===== config.mk =====
export PLATFORM = sky130hd
export DESIGN_NAME = csv_field_tokenizer
export DESIGN_NICKNAME = d
export VERILOG_FILES = /design/src/design/cft_pkg.sv /design/src/design/cft_sep_match.sv /design/src/design/csv_field_tokenizer.sv
export SDC_FILE = /design/constraint.sdc
export NUM_CORES = 1
export LEC_CHECK = 0
export BUFFER_PORTS_ARGS = -buffer_cell sky130_fd_sc_hd__buf_2
export CORE_MARGIN = 2
export CORE_UTILIZATION = 40
export CTS_CLUSTER_SIZE = 30
export DETAILED_ROUTE_END_ITERATION = 6
export REMOVE_ABC_BUFFERS = 1
export SETUP_SLACK_MARGIN = 0.05
export SLEW_MARGIN = 40
export SYNTH_ARGS = -nofsm -noshare
export SYNTH_HDL_FRONTEND = slang
export SYNTH_SLANG_ARGS = --single-unit

===== constraint.sdc =====
create_clock -name clk_i -period 8.59 [get_ports clk_i]
set_input_delay 1.718 -clock clk_i [delete_from_list [all_inputs] [get_ports clk_i]]
set_output_delay 1.718 -clock clk_i [all_outputs]
set_load 0.02 [all_outputs]

===== src/design/cft_pkg.sv =====
// Shared types and constants for the CSV field tokenizer.
`timescale 1ns / 1ps

package cft_pkg;

  localparam logic [7:0] QuoteByte   = 8'h22;
  localparam logic [7:0] NewlineByte = 8'h0A;

  // Number of byte slots that the separator register holds.
  localparam int unsigned RegSlots = 4;

  localparam int unsigned CfgIndexBits = 1;
  localparam logic [CfgIndexBits-1:0] CfgSeparatorSet   = 1'b0;
  localparam logic [CfgIndexBits-1:0] CfgSeparatorCount = 1'b1;

  typedef struct packed {
    logic [7:0] text_byte;
    logic       finish;
  } in_t;

  typedef struct packed {
    logic [7:0] out_byte;
    logic       has_byte;
    logic       end_of_field;
    logic       end_of_record;
    logic [7:0] column_index;
  } out_t;

endpackage


===== src/design/cft_sep_match.sv =====
// Separator set match: tells whether a byte is one of the active separator bytes.
`timescale 1ns / 1ps

module cft_sep_match import cft_pkg::*; #(
  parameter int unsigned SEPARATOR_SLOTS = 4
) (
  input  logic [8*RegSlots-1:0] sep_set_i,
  input  logic [2:0]            sep_count_i,
  input  logic [7:0]            byte_i,
  output logic                  hit_o
);

  logic [SEPARATOR_SLOTS-1:0] slot_hit;

  for (genvar k = 0; k < SEPARATOR_SLOTS; k++) begin : g_slot
    logic [7:0] slot_byte;
    if (k < RegSlots) begin : g_reg
      assign slot_byte = sep_set_i[8*k +: 8];
    end else begin : g_zero
      // Slots beyond the register hold the byte zero.
      assign slot_byte = 8'h00;
    end
    assign slot_hit[k] = (32'(sep_count_i) > k) && (slot_byte == byte_i);
  end

  assign hit_o = |slot_hit;

endmodule


===== src/design/csv_field_tokenizer.sv =====
// Top level of the CSV field tokenizer: input register, mode update, result register.
`timescale 1ns / 1ps

// Takes CSV text one byte per beat and gives at most one result beat per input
// beat: a field byte, a field end or a record end, with the column index. Input
// beats are taken at one per cycle for as long as results are drained; a result
// is offered on the output once its byte is accepted and its result is
// registered (the byte lands in the input register, its result in the result
// register after it). The mode and column update for one byte is combinational
// and sits between those registers, so that update sets the rate. Configuration
// writes are taken at any time and must only be issued while the block is idle.
module csv_field_tokenizer import cft_pkg::*; #(
  parameter int unsigned SEPARATOR_SLOTS = 4,
  parameter int unsigned COLUMN_BITS     = 8
) (
  input  logic                    clk_i,
  input  logic                    rst_ni,
  input  logic                    in_valid_i,
  output logic                    in_ready_o,
  input  in_t                     in_data_i,
  output logic                    out_valid_o,
  input  logic                    out_ready_i,
  output out_t                    out_data_o,
  input  logic                    cfg_valid_i,
  output logic                    cfg_ready_o,
  input  logic [CfgIndexBits-1:0] cfg_index_i,
  input  logic [31:0]             cfg_data_i
);

  typedef enum logic [2:0] {
    ModeLineStart  = 3'd0,
    ModeFieldStart = 3'd1,
    ModePlain      = 3'd2,
    ModeQuoted     = 3'd3,
    ModeQuoteSeen  = 3'd4
  } mode_e;

  localparam logic [COLUMN_BITS-1:0] ColMax = '1;

  logic [8*RegSlots-1:0] sep_set_q;
  logic [2:0]            sep_count_q;

  logic                  in_valid_q;
  in_t                   in_q;
  logic                  out_valid_q;
  out_t                  out_q;
  mode_e                 mode_q, mode_d;
  logic [COLUMN_BITS-1:0] col_q, col_d;

  logic                  sep_hit;
  logic                  produce;
  logic                  fire;
  out_t                  res;
  logic [COLUMN_BITS+7:0] col_ext;
  logic [7:0]            col_sat;

  cft_sep_match #(
    .SEPARATOR_SLOTS(SEPARATOR_SLOTS)
  ) u_sep_match (
    .sep_set_i  (sep_set_q),
    .sep_count_i(sep_count_q),
    .byte_i     (in_q.text_byte),
    .hit_o      (sep_hit)
  );

  assign col_ext = {8'h00, col_q};
  assign col_sat = (col_ext > (COLUMN_BITS+8)'(255)) ? 8'hFF : col_ext[7:0];

  // Mode and column update for the byte in the input register.
  always_comb begin
    logic       is_nl;
    logic       is_qt;
    logic [7:0] b;
    b       = in_q.text_byte;
    is_nl   = (b == NewlineByte);
    is_qt   = (b == QuoteByte);
    mode_d  = mode_q;
    col_d   = col_q;
    produce = 1'b0;
    res     = '{out_byte: 8'h00, has_byte: 1'b0, end_of_field: 1'b0,
                end_of_record: 1'b0, column_index: col_sat};
    if (in_q.finish) begin
      if (mode_q != ModeLineStart) begin
        produce           = 1'b1;
        res.end_of_field  = 1'b1;
        res.end_of_record = 1'b1;
        col_d             = '0;
        mode_d            = ModeLineStart;
      end
    end else begin
      unique case (mode_q)
        ModeLineStart, ModeFieldStart: begin
          priority if (is_nl) begin
            if (mode_q == ModeFieldStart) begin
              produce           = 1'b1;
              res.end_of_field  = 1'b1;
              res.end_of_record = 1'b1;
              col_d             = '0;
              mode_d            = ModeLineStart;
            end
          end else if (is_qt) begin
            mode_d = ModeQuoted;
          end else if (sep_hit) begin
            produce          = 1'b1;
            res.end_of_field = 1'b1;
            if (col_q != ColMax) col_d = col_q + 1'b1;
            mode_d           = ModeFieldStart;
          end else begin
            produce      = 1'b1;
            res.out_byte = b;
            res.has_byte = 1'b1;
            mode_d       = ModePlain;
          end
        end
        ModePlain: begin
          priority if (is_nl) begin
            produce           = 1'b1;
            res.end_of_field  = 1'b1;
            res.end_of_record = 1'b1;
            col_d             = '0;
            mode_d            = ModeLineStart;
          end else if (sep_hit) begin
            produce          = 1'b1;
            res.end_of_field = 1'b1;
            if (col_q != ColMax) col_d = col_q + 1'b1;
            mode_d           = ModeFieldStart;
          end else begin
            produce      = 1'b1;
            res.out_byte = b;
            res.has_byte = 1'b1;
          end
        end
        ModeQuoted: begin
          if (is_qt) begin
            mode_d = ModeQuoteSeen;
          end else begin
            produce      = 1'b1;
            res.out_byte = b;
            res.has_byte = 1'b1;
          end
        end
        ModeQuoteSeen: begin
          priority if (is_nl) begin
            produce           = 1'b1;
            res.end_of_field  = 1'b1;
            res.end_of_record = 1'b1;
            col_d             = '0;
            mode_d            = ModeLineStart;
          end else if (is_qt) begin
            // A doubled quote gives one quote and stays inside the quotes.
            produce      = 1'b1;
            res.out_byte = b;
            res.has_byte = 1'b1;
            mode_d       = ModeQuoted;
          end else if (sep_hit) begin
            produce          = 1'b1;
            res.end_of_field = 1'b1;
            if (col_q != ColMax) col_d = col_q + 1'b1;
            mode_d           = ModeFieldStart;
          end else begin
            produce      = 1'b1;
            res.out_byte = b;
            res.has_byte = 1'b1;
            mode_d       = ModePlain;
          end
        end
        default: begin
          mode_d = ModeLineStart;
          col_d  = '0;
        end
      endcase
    end
  end

  // A byte without a result moves on even while the result register stalls.
  assign fire        = in_valid_q && (!out_valid_q || out_ready_i || !produce);
  assign in_ready_o  = !in_valid_q || fire;
  assign out_valid_o = out_valid_q;
  assign out_data_o  = out_q;
  assign cfg_ready_o = 1'b1;

  always_ff @(posedge clk_i or negedge rst_ni) begin
    if (!rst_ni) begin
      sep_set_q   <= (8*RegSlots)'(44);
      sep_count_q <= 3'd1;
      in_valid_q  <= 1'b0;
      out_valid_q <= 1'b0;
      mode_q      <= ModeLineStart;
      col_q       <= '0;
    end else begin
      if (cfg_valid_i) begin
        unique case (cfg_index_i)
          CfgSeparatorSet:   sep_set_q   <= cfg_data_i[8*RegSlots-1:0];
          CfgSeparatorCount: sep_count_q <= cfg_data_i[2:0];
          default: ;
        endcase
      end
      if (in_ready_o) begin
        in_valid_q <= in_valid_i;
      end
      if (fire) begin
        mode_q <= mode_d;
        col_q  <= col_d;
      end
      if (fire && produce) begin
        out_valid_q <= 1'b1;
      end else if (out_ready_i) begin
        out_valid_q <= 1'b0;
      end
    end
  end

  always_ff @(posedge clk_i) begin
    if (in_ready_o && in_valid_i) begin
      in_q <= in_data_i;
    end
    if (fire && produce) begin
      out_q <= res;
    end
  end

  a_byte_not_end: assert property (@(posedge clk_i) disable iff (!rst_ni)
    out_valid_q |-> !(out_q.has_byte && out_q.end_of_field))
    else $error("result carries a byte and a field end together");

  a_record_is_field: assert property (@(posedge clk_i) disable iff (!rst_ni)
    out_valid_q && out_q.end_of_record |-> out_q.end_of_field)
    else $error("record end without field end");

  a_empty_byte_zero: assert property (@(posedge clk_i) disable iff (!rst_ni)
    out_valid_q && !out_q.has_byte |-> out_q.out_byte == 8'h00)
    else $error("byte field not zero on a field end");

  a_record_clears_col: assert property (@(posedge clk_i) disable iff (!rst_ni)
    fire && produce && res.end_of_record |=> col_q == '0 && mode_q == ModeLineStart)
    else $error("record end did not return to line start");

  a_no_drop: assert property (@(posedge clk_i) disable iff (!rst_ni)
    in_valid_q && !fire |=> in_valid_q && $stable(in_q))
    else $error("held input beat lost");

endmodule

==> impl_metrics.xml <==
<?xml version="1.0" encoding="UTF-8"?>
<metrics>
  <group name="run_status">
    <metric name="outcome" unit="">completed</metric>
  </group>
  <group name="critical_path">
    <metric name="cpMaxStageDelayCell" unit="">sky130_fd_sc_hd__nor2_1</metric>
    <metric name="critical_path_peak_fanout" unit="">3</metric>
    <metric name="worstPathRequired" unit="ns">6.87</metric>
    <metric name="critical_path.max_stage_delay" unit="ns">0.20</metric>
    <metric name="startpoint_type_of_the_worst_setup_path" unit="">primary input</metric>
    <metric name="cp_data_arrival_time" unit="ns">2.44</metric>
    <metric name="crit_chain" unit="">buf_2, inv_1, nand2_1, nor2_1, inv_1, buf_2</metric>
    <metric name="kind_of_end_point_of_the_critical_path" unit="">output port</metric>
    <metric name="criticalPathCategory" unit="">in -&gt; out</metric>
  </group>
  <group name="route">
    <metric name="ant_nets" unit="">0</metric>
    <metric name="remaining_drc_errors" unit="">0</metric>
    <metric name="route.final.wire_length" unit="mm">7.615</metric>
    <metric name="post_drt_via_cell_ratio" unit="">5.232</metric>
    <metric name="vias" unit="">2553</metric>
    <metric name="drt_first_iter_violations" unit="">137</metric>
    <metric name="average_wire_per_cell_in_the_routed_design" unit="um">15.60</metric>
    <metric name="firstDrtPassIters" unit="">4</metric>
  </group>
  <group name="floorplanning">
    <metric name="floorplan.die_area" unit="sq um">10040</metric>
    <metric name="chipHeight" unit="um">100.2</metric>
    <metric name="die-width" unit="um">100.2</metric>
    <metric name="io_pins" unit="">69</metric>
    <metric name="row_count" unit="">35</metric>
    <metric name="placeableCoreArea" unit="sq um">9109</metric>
    <metric name="initial_utilization" unit="%">40.63</metric>
  </group>
  <group name="power">
    <metric name="comb_power_share" unit="%">23.7</metric>
    <metric name="ir_drop" unit="mV">0.09733</metric>
    <metric name="power-per-cell-area" unit="nW/um^2">246.7</metric>
    <metric name="part_of_the_total_power_dissipated_in_the_clock_network" unit="%">27.5</metric>
    <metric name="net-switching-power" unit="mW">0.3350</metric>
    <metric name="cellLeakagePower" unit="nW">1.773</metric>
    <metric name="internal_power" unit="mW">0.7378</metric>
    <metric name="seq_power_share" unit="%">48.8</metric>
    <metric name="switching_share" unit="%">31.22</metric>
  </group>
  <group name="synth">
    <metric name="dominant_combinational_cell_family_by_area_after_synthesis" unit="">simple AND/OR/NAND/NOR gates</metric>
    <metric name="synth_cell_types" unit="">53</metric>
    <metric name="number_of_synthesized_register_bits" unit="">76</metric>
    <metric name="syn-mean-instance-area" unit="sq um">11.94</metric>
    <metric name="post_syn_area" unit="sq um">3701</metric>
    <metric name="synthesis.instances" unit="">310</metric>
    <metric name="synth-adder-area-share" unit="%">0.3381</metric>
    <metric name="synthArstFlopShare" unit="%">63.16</metric>
    <metric name="yosys.area_share.xor_xnor" unit="%">7.573</metric>
    <metric name="yosysWarnings" unit="">0</metric>
    <metric name="synthSimpleGateAreaFrac" unit="%">13.25</metric>
    <metric name="most_used_flip_flop_cell_after_synthesis" unit="">sky130_fd_sc_hd__dfrtp_1</metric>
    <metric name="synth.mux.area_fraction" unit="%">11.19</metric>
    <metric name="sequential_share_of_the_synthesized_area" unit="%">55.31</metric>
    <metric name="synth_compound_area_share" unit="%">8.857</metric>
    <metric name="synth_edf_count" unit="">28</metric>
  </group>
  <group name="clocking">
    <metric name="clock_latency" unit="ns">0.34</metric>
    <metric name="cts_buffers" unit="">9</metric>
    <metric name="cts_repair_resize_count" unit="">0</metric>
    <metric name="clk_root_buffer_cell" unit="">sky130_fd_sc_hd__clkbuf_8</metric>
    <metric name="cts.htree.levels" unit="">3</metric>
    <metric name="cts.clk_slew.worst_paths" unit="ns">0.08</metric>
    <metric name="cts-hold-fix-buffers" unit="">0</metric>
    <metric name="post-cts-setup-buffer-count" unit="">0</metric>
    <metric name="clock_tree.buffer_depth" unit="">2</metric>
    <metric name="clkSinkCount" unit="">76</metric>
    <metric name="tritoncts_clock_tree" unit="">built</metric>
  </group>
  <group name="timing">
    <metric name="timing_hold_violations_final" unit="">0</metric>
    <metric name="fin_skew" unit="ns">0.004888</metric>
    <metric name="report.final.slew_viol_count" unit="">0</metric>
    <metric name="rsz_0062_raised_after_global_routing" unit="">no</metric>
    <metric name="post-route-period-util" unit="%">48.44</metric>
    <metric name="finalWorstPathRequiredPeriod" unit="ns">4.161</metric>
    <metric name="setup-violations-final" unit="">0</metric>
    <metric name="max-slew-margin-rel" unit="%">57.06</metric>
    <metric name="timing.setup.tns" unit="ns">0</metric>
    <metric name="tightest_slew" unit="ns">0.6411</metric>
    <metric name="maxClockFrequency" unit="GHz">0.2403</metric>
  </group>
  <group name="finish">
    <metric name="layout.cells.most_common" unit="">sky130_fd_sc_hd__buf_2</metric>
    <metric name="syn_to_final_growth" unit="%">17.48</metric>
    <metric name="register_area" unit="sq um">2047</metric>
    <metric name="instances_no_fill" unit="">488</metric>
    <metric name="n_fill_cell" unit="">853</metric>
    <metric name="final_net_count" unit="">420</metric>
    <metric name="proportion_of_layout_cells_with_a_drive_suffix_above_1" unit="%">35.54</metric>
    <metric name="antenna-diode-count" unit="">0</metric>
    <metric name="multi_input_combinational_cell_area" unit="sq um">1550</metric>
    <metric name="commonest_non_fill_non_tap_cells_in_the_layout" unit="">66 x sky130_fd_sc_hd__buf_2, 44 x sky130_fd_sc_hd__dfrtp_1, 35 x sky130_fd_sc_hd__mux2_2, 28 x sky130_fd_sc_hd__edfxtp_1, 23 x sky130_fd_sc_hd__nand2_1</metric>
  </group>
  <group name="grt">
    <metric name="globalRoute.totalOverflow" unit="">0</metric>
    <metric name="grt_use_total" unit="%">16.31</metric>
    <metric name="grt_first_pass_wirelength" unit="mm">12.68</metric>
    <metric name="grt_pass1_vias" unit="">2512</metric>
    <metric name="largest_net_degree_at_the_start_of_global_routing" unit="">49</metric>
    <metric name="antenna_found_initial" unit="">0</metric>
  </group>
  <group name="place">
    <metric name="buffer_ports.inserted" unit="">67</metric>
    <metric name="gp_congestion" unit="">0.8678</metric>
    <metric name="detailedPlacementHpwl" unit="mm">5.662</metric>
    <metric name="placed_cells" unit="">472</metric>
  </group>
  <group name="job">
    <metric name="max-cap-violations" unit="">0</metric>
  </group>
  <group name="min_path">
    <metric name="hold_class" unit="">reg -&gt; reg</metric>
  </group>
</metrics>
[cells by family after synthesis]
group,after synthesis
buffers and inverters,28
xor gates and xnor gates,32
muxes,37
adders and majority gates,1
AOI/OAI and AO/OA,43
other,1
and+or+nand+nor,92
DFF,76
[cells in the mapped netlist (2+ instances only)]
library cell / number / share of area [%]
sky130_fd_sc_hd__dfrtp_1: 44 / 30
sky130_fd_sc_hd__clkbuf_1: 8 / 0.81
sky130_fd_sc_hd__and2_1: 5 / 0.85
sky130_fd_sc_hd__inv_1: 10 / 1.0
sky130_fd_sc_hd__dfstp_2: 4 / 2.8
sky130_fd_sc_hd__buf_1: 3 / 0.30
sky130_fd_sc_hd__or4_1: 4 / 0.81
sky130_fd_sc_hd__xor2_1: 10 / 2.4
sky130_fd_sc_hd__o21ai_0: 5 / 0.68
sky130_fd_sc_hd__nand4_1: 5 / 0.85
sky130_fd_sc_hd__buf_4: 2 / 0.41
sky130_fd_sc_hd__mux2i_1: 2 / 0.54
sky130_fd_sc_hd__edfxtp_1: 28 / 23
sky130_fd_sc_hd__buf_2: 4 / 0.54
sky130_fd_sc_hd__nor2b_1: 6 / 1.0
sky130_fd_sc_hd__a31oi_1: 3 / 0.51
sky130_fd_sc_hd__xnor2_1: 22 / 5.2
sky130_fd_sc_hd__mux2_2: 35 / 11
sky130_fd_sc_hd__nand3_1: 13 / 1.8
sky130_fd_sc_hd__nand2b_1: 5 / 0.85
sky130_fd_sc_hd__o21ai_1: 2 / 0.27
sky130_fd_sc_hd__nand2_1: 23 / 2.3
sky130_fd_sc_hd__o31ai_1: 2 / 0.41
sky130_fd_sc_hd__nor2_1: 11 / 1.1
sky130_fd_sc_hd__nor4_1: 3 / 0.51
sky130_fd_sc_hd__a21oi_1: 12 / 1.6
sky130_fd_sc_hd__or2_2: 2 / 0.34
sky130_fd_sc_hd__nor3_1: 8 / 1.1
sky130_fd_sc_hd__o211ai_1: 5 / 1.0
[flip-flops by register name (all words and copies together) (netlist names)]
signal       flops
sep_count_q      3
out_data_o      19
in_q             9
mode_q           3
in_valid_q       1
sep_set_q       32
out_valid_o      1
col_q            8
[layer usage]
layer | vias up | wire length [um] | GRT usage [%]
met5 | - | 0 | 0
li1 | 1235 | - | -
met2 | 93 | 3618 | 25.30
met4 | 0 | 84 | 7.482
met1 | 1217 | 3505 | 22.33
met3 | 8 | 406 | 2.994
[worst max-delay path: cells and delay by family]
kind                   cells  cell delay (ns)
buffers and inverters      4             0.38
AND/OR/NAND/NOR            2             0.32
[path summary, 6_finish.rpt]
| kind | from | end | slack, ns | cells past startpoint |
|---|---|---|---|---|
| worst max register to register | in_q[5] | col_q[5] | 5.93 | 7 |
| worst max-delay path | out_ready_i | in_ready_o | 4.43 | 6 |
| min in group asynchronous | rst_ni | sep_set_q[12] | 1.39 | 1 |
| worst min register to register | col_q[1] | out_data_o[1] | 0.52 | 0 |
| max in group asynchronous | rst_ni | col_q[5] | 6.79 | 1 |
| worst min-delay path | col_q[1] | out_data_o[1] | 0.52 | 0 |
[through the flow]
stage	hold slack [ns]	util, %	area (sq um)	setup slack (ns)	power [mW]
after floorplan	0.4647	-	3613	4.739	0.6990
after detailed placement	0.4949	45.22	4119	4.457	0.7880
after global routing	0.5475	47.73	4348	4.336	1.140
after CTS	0.5141	47.65	4340	4.456	1.086
after global placement	0.4902	45.11	4109	4.519	0.7787
final	0.5200	47.73	4348	4.429	1.073
[area by class of cell]
cell class / instances / area share (%)
Timing Repair Buffer: 69 / 8.115
Sequential cell: 76 / 47.08
Multi-Input combinational cell: 206 / 35.65
Tap cell: 111 / 3.194
Clock buffer: 13 / 4.173
Inverter: 10 / 0.8633
Clock inverter: 3 / 0.9209
[power groups by stage]
stage | Sequential, mW | Clock [mW] | Combinational [mW]
final | 0.524 | 0.295 | 0.254
after floorplan | 0.540 | 0 | 0.159
after global placement | 0.530 | 0 | 0.249
after global routing | 0.535 | 0.319 | 0.285
after CTS | 0.524 | 0.305 | 0.257
after detailed placement | 0.532 | 0 | 0.256
Power figures use the tool's default switching activity.
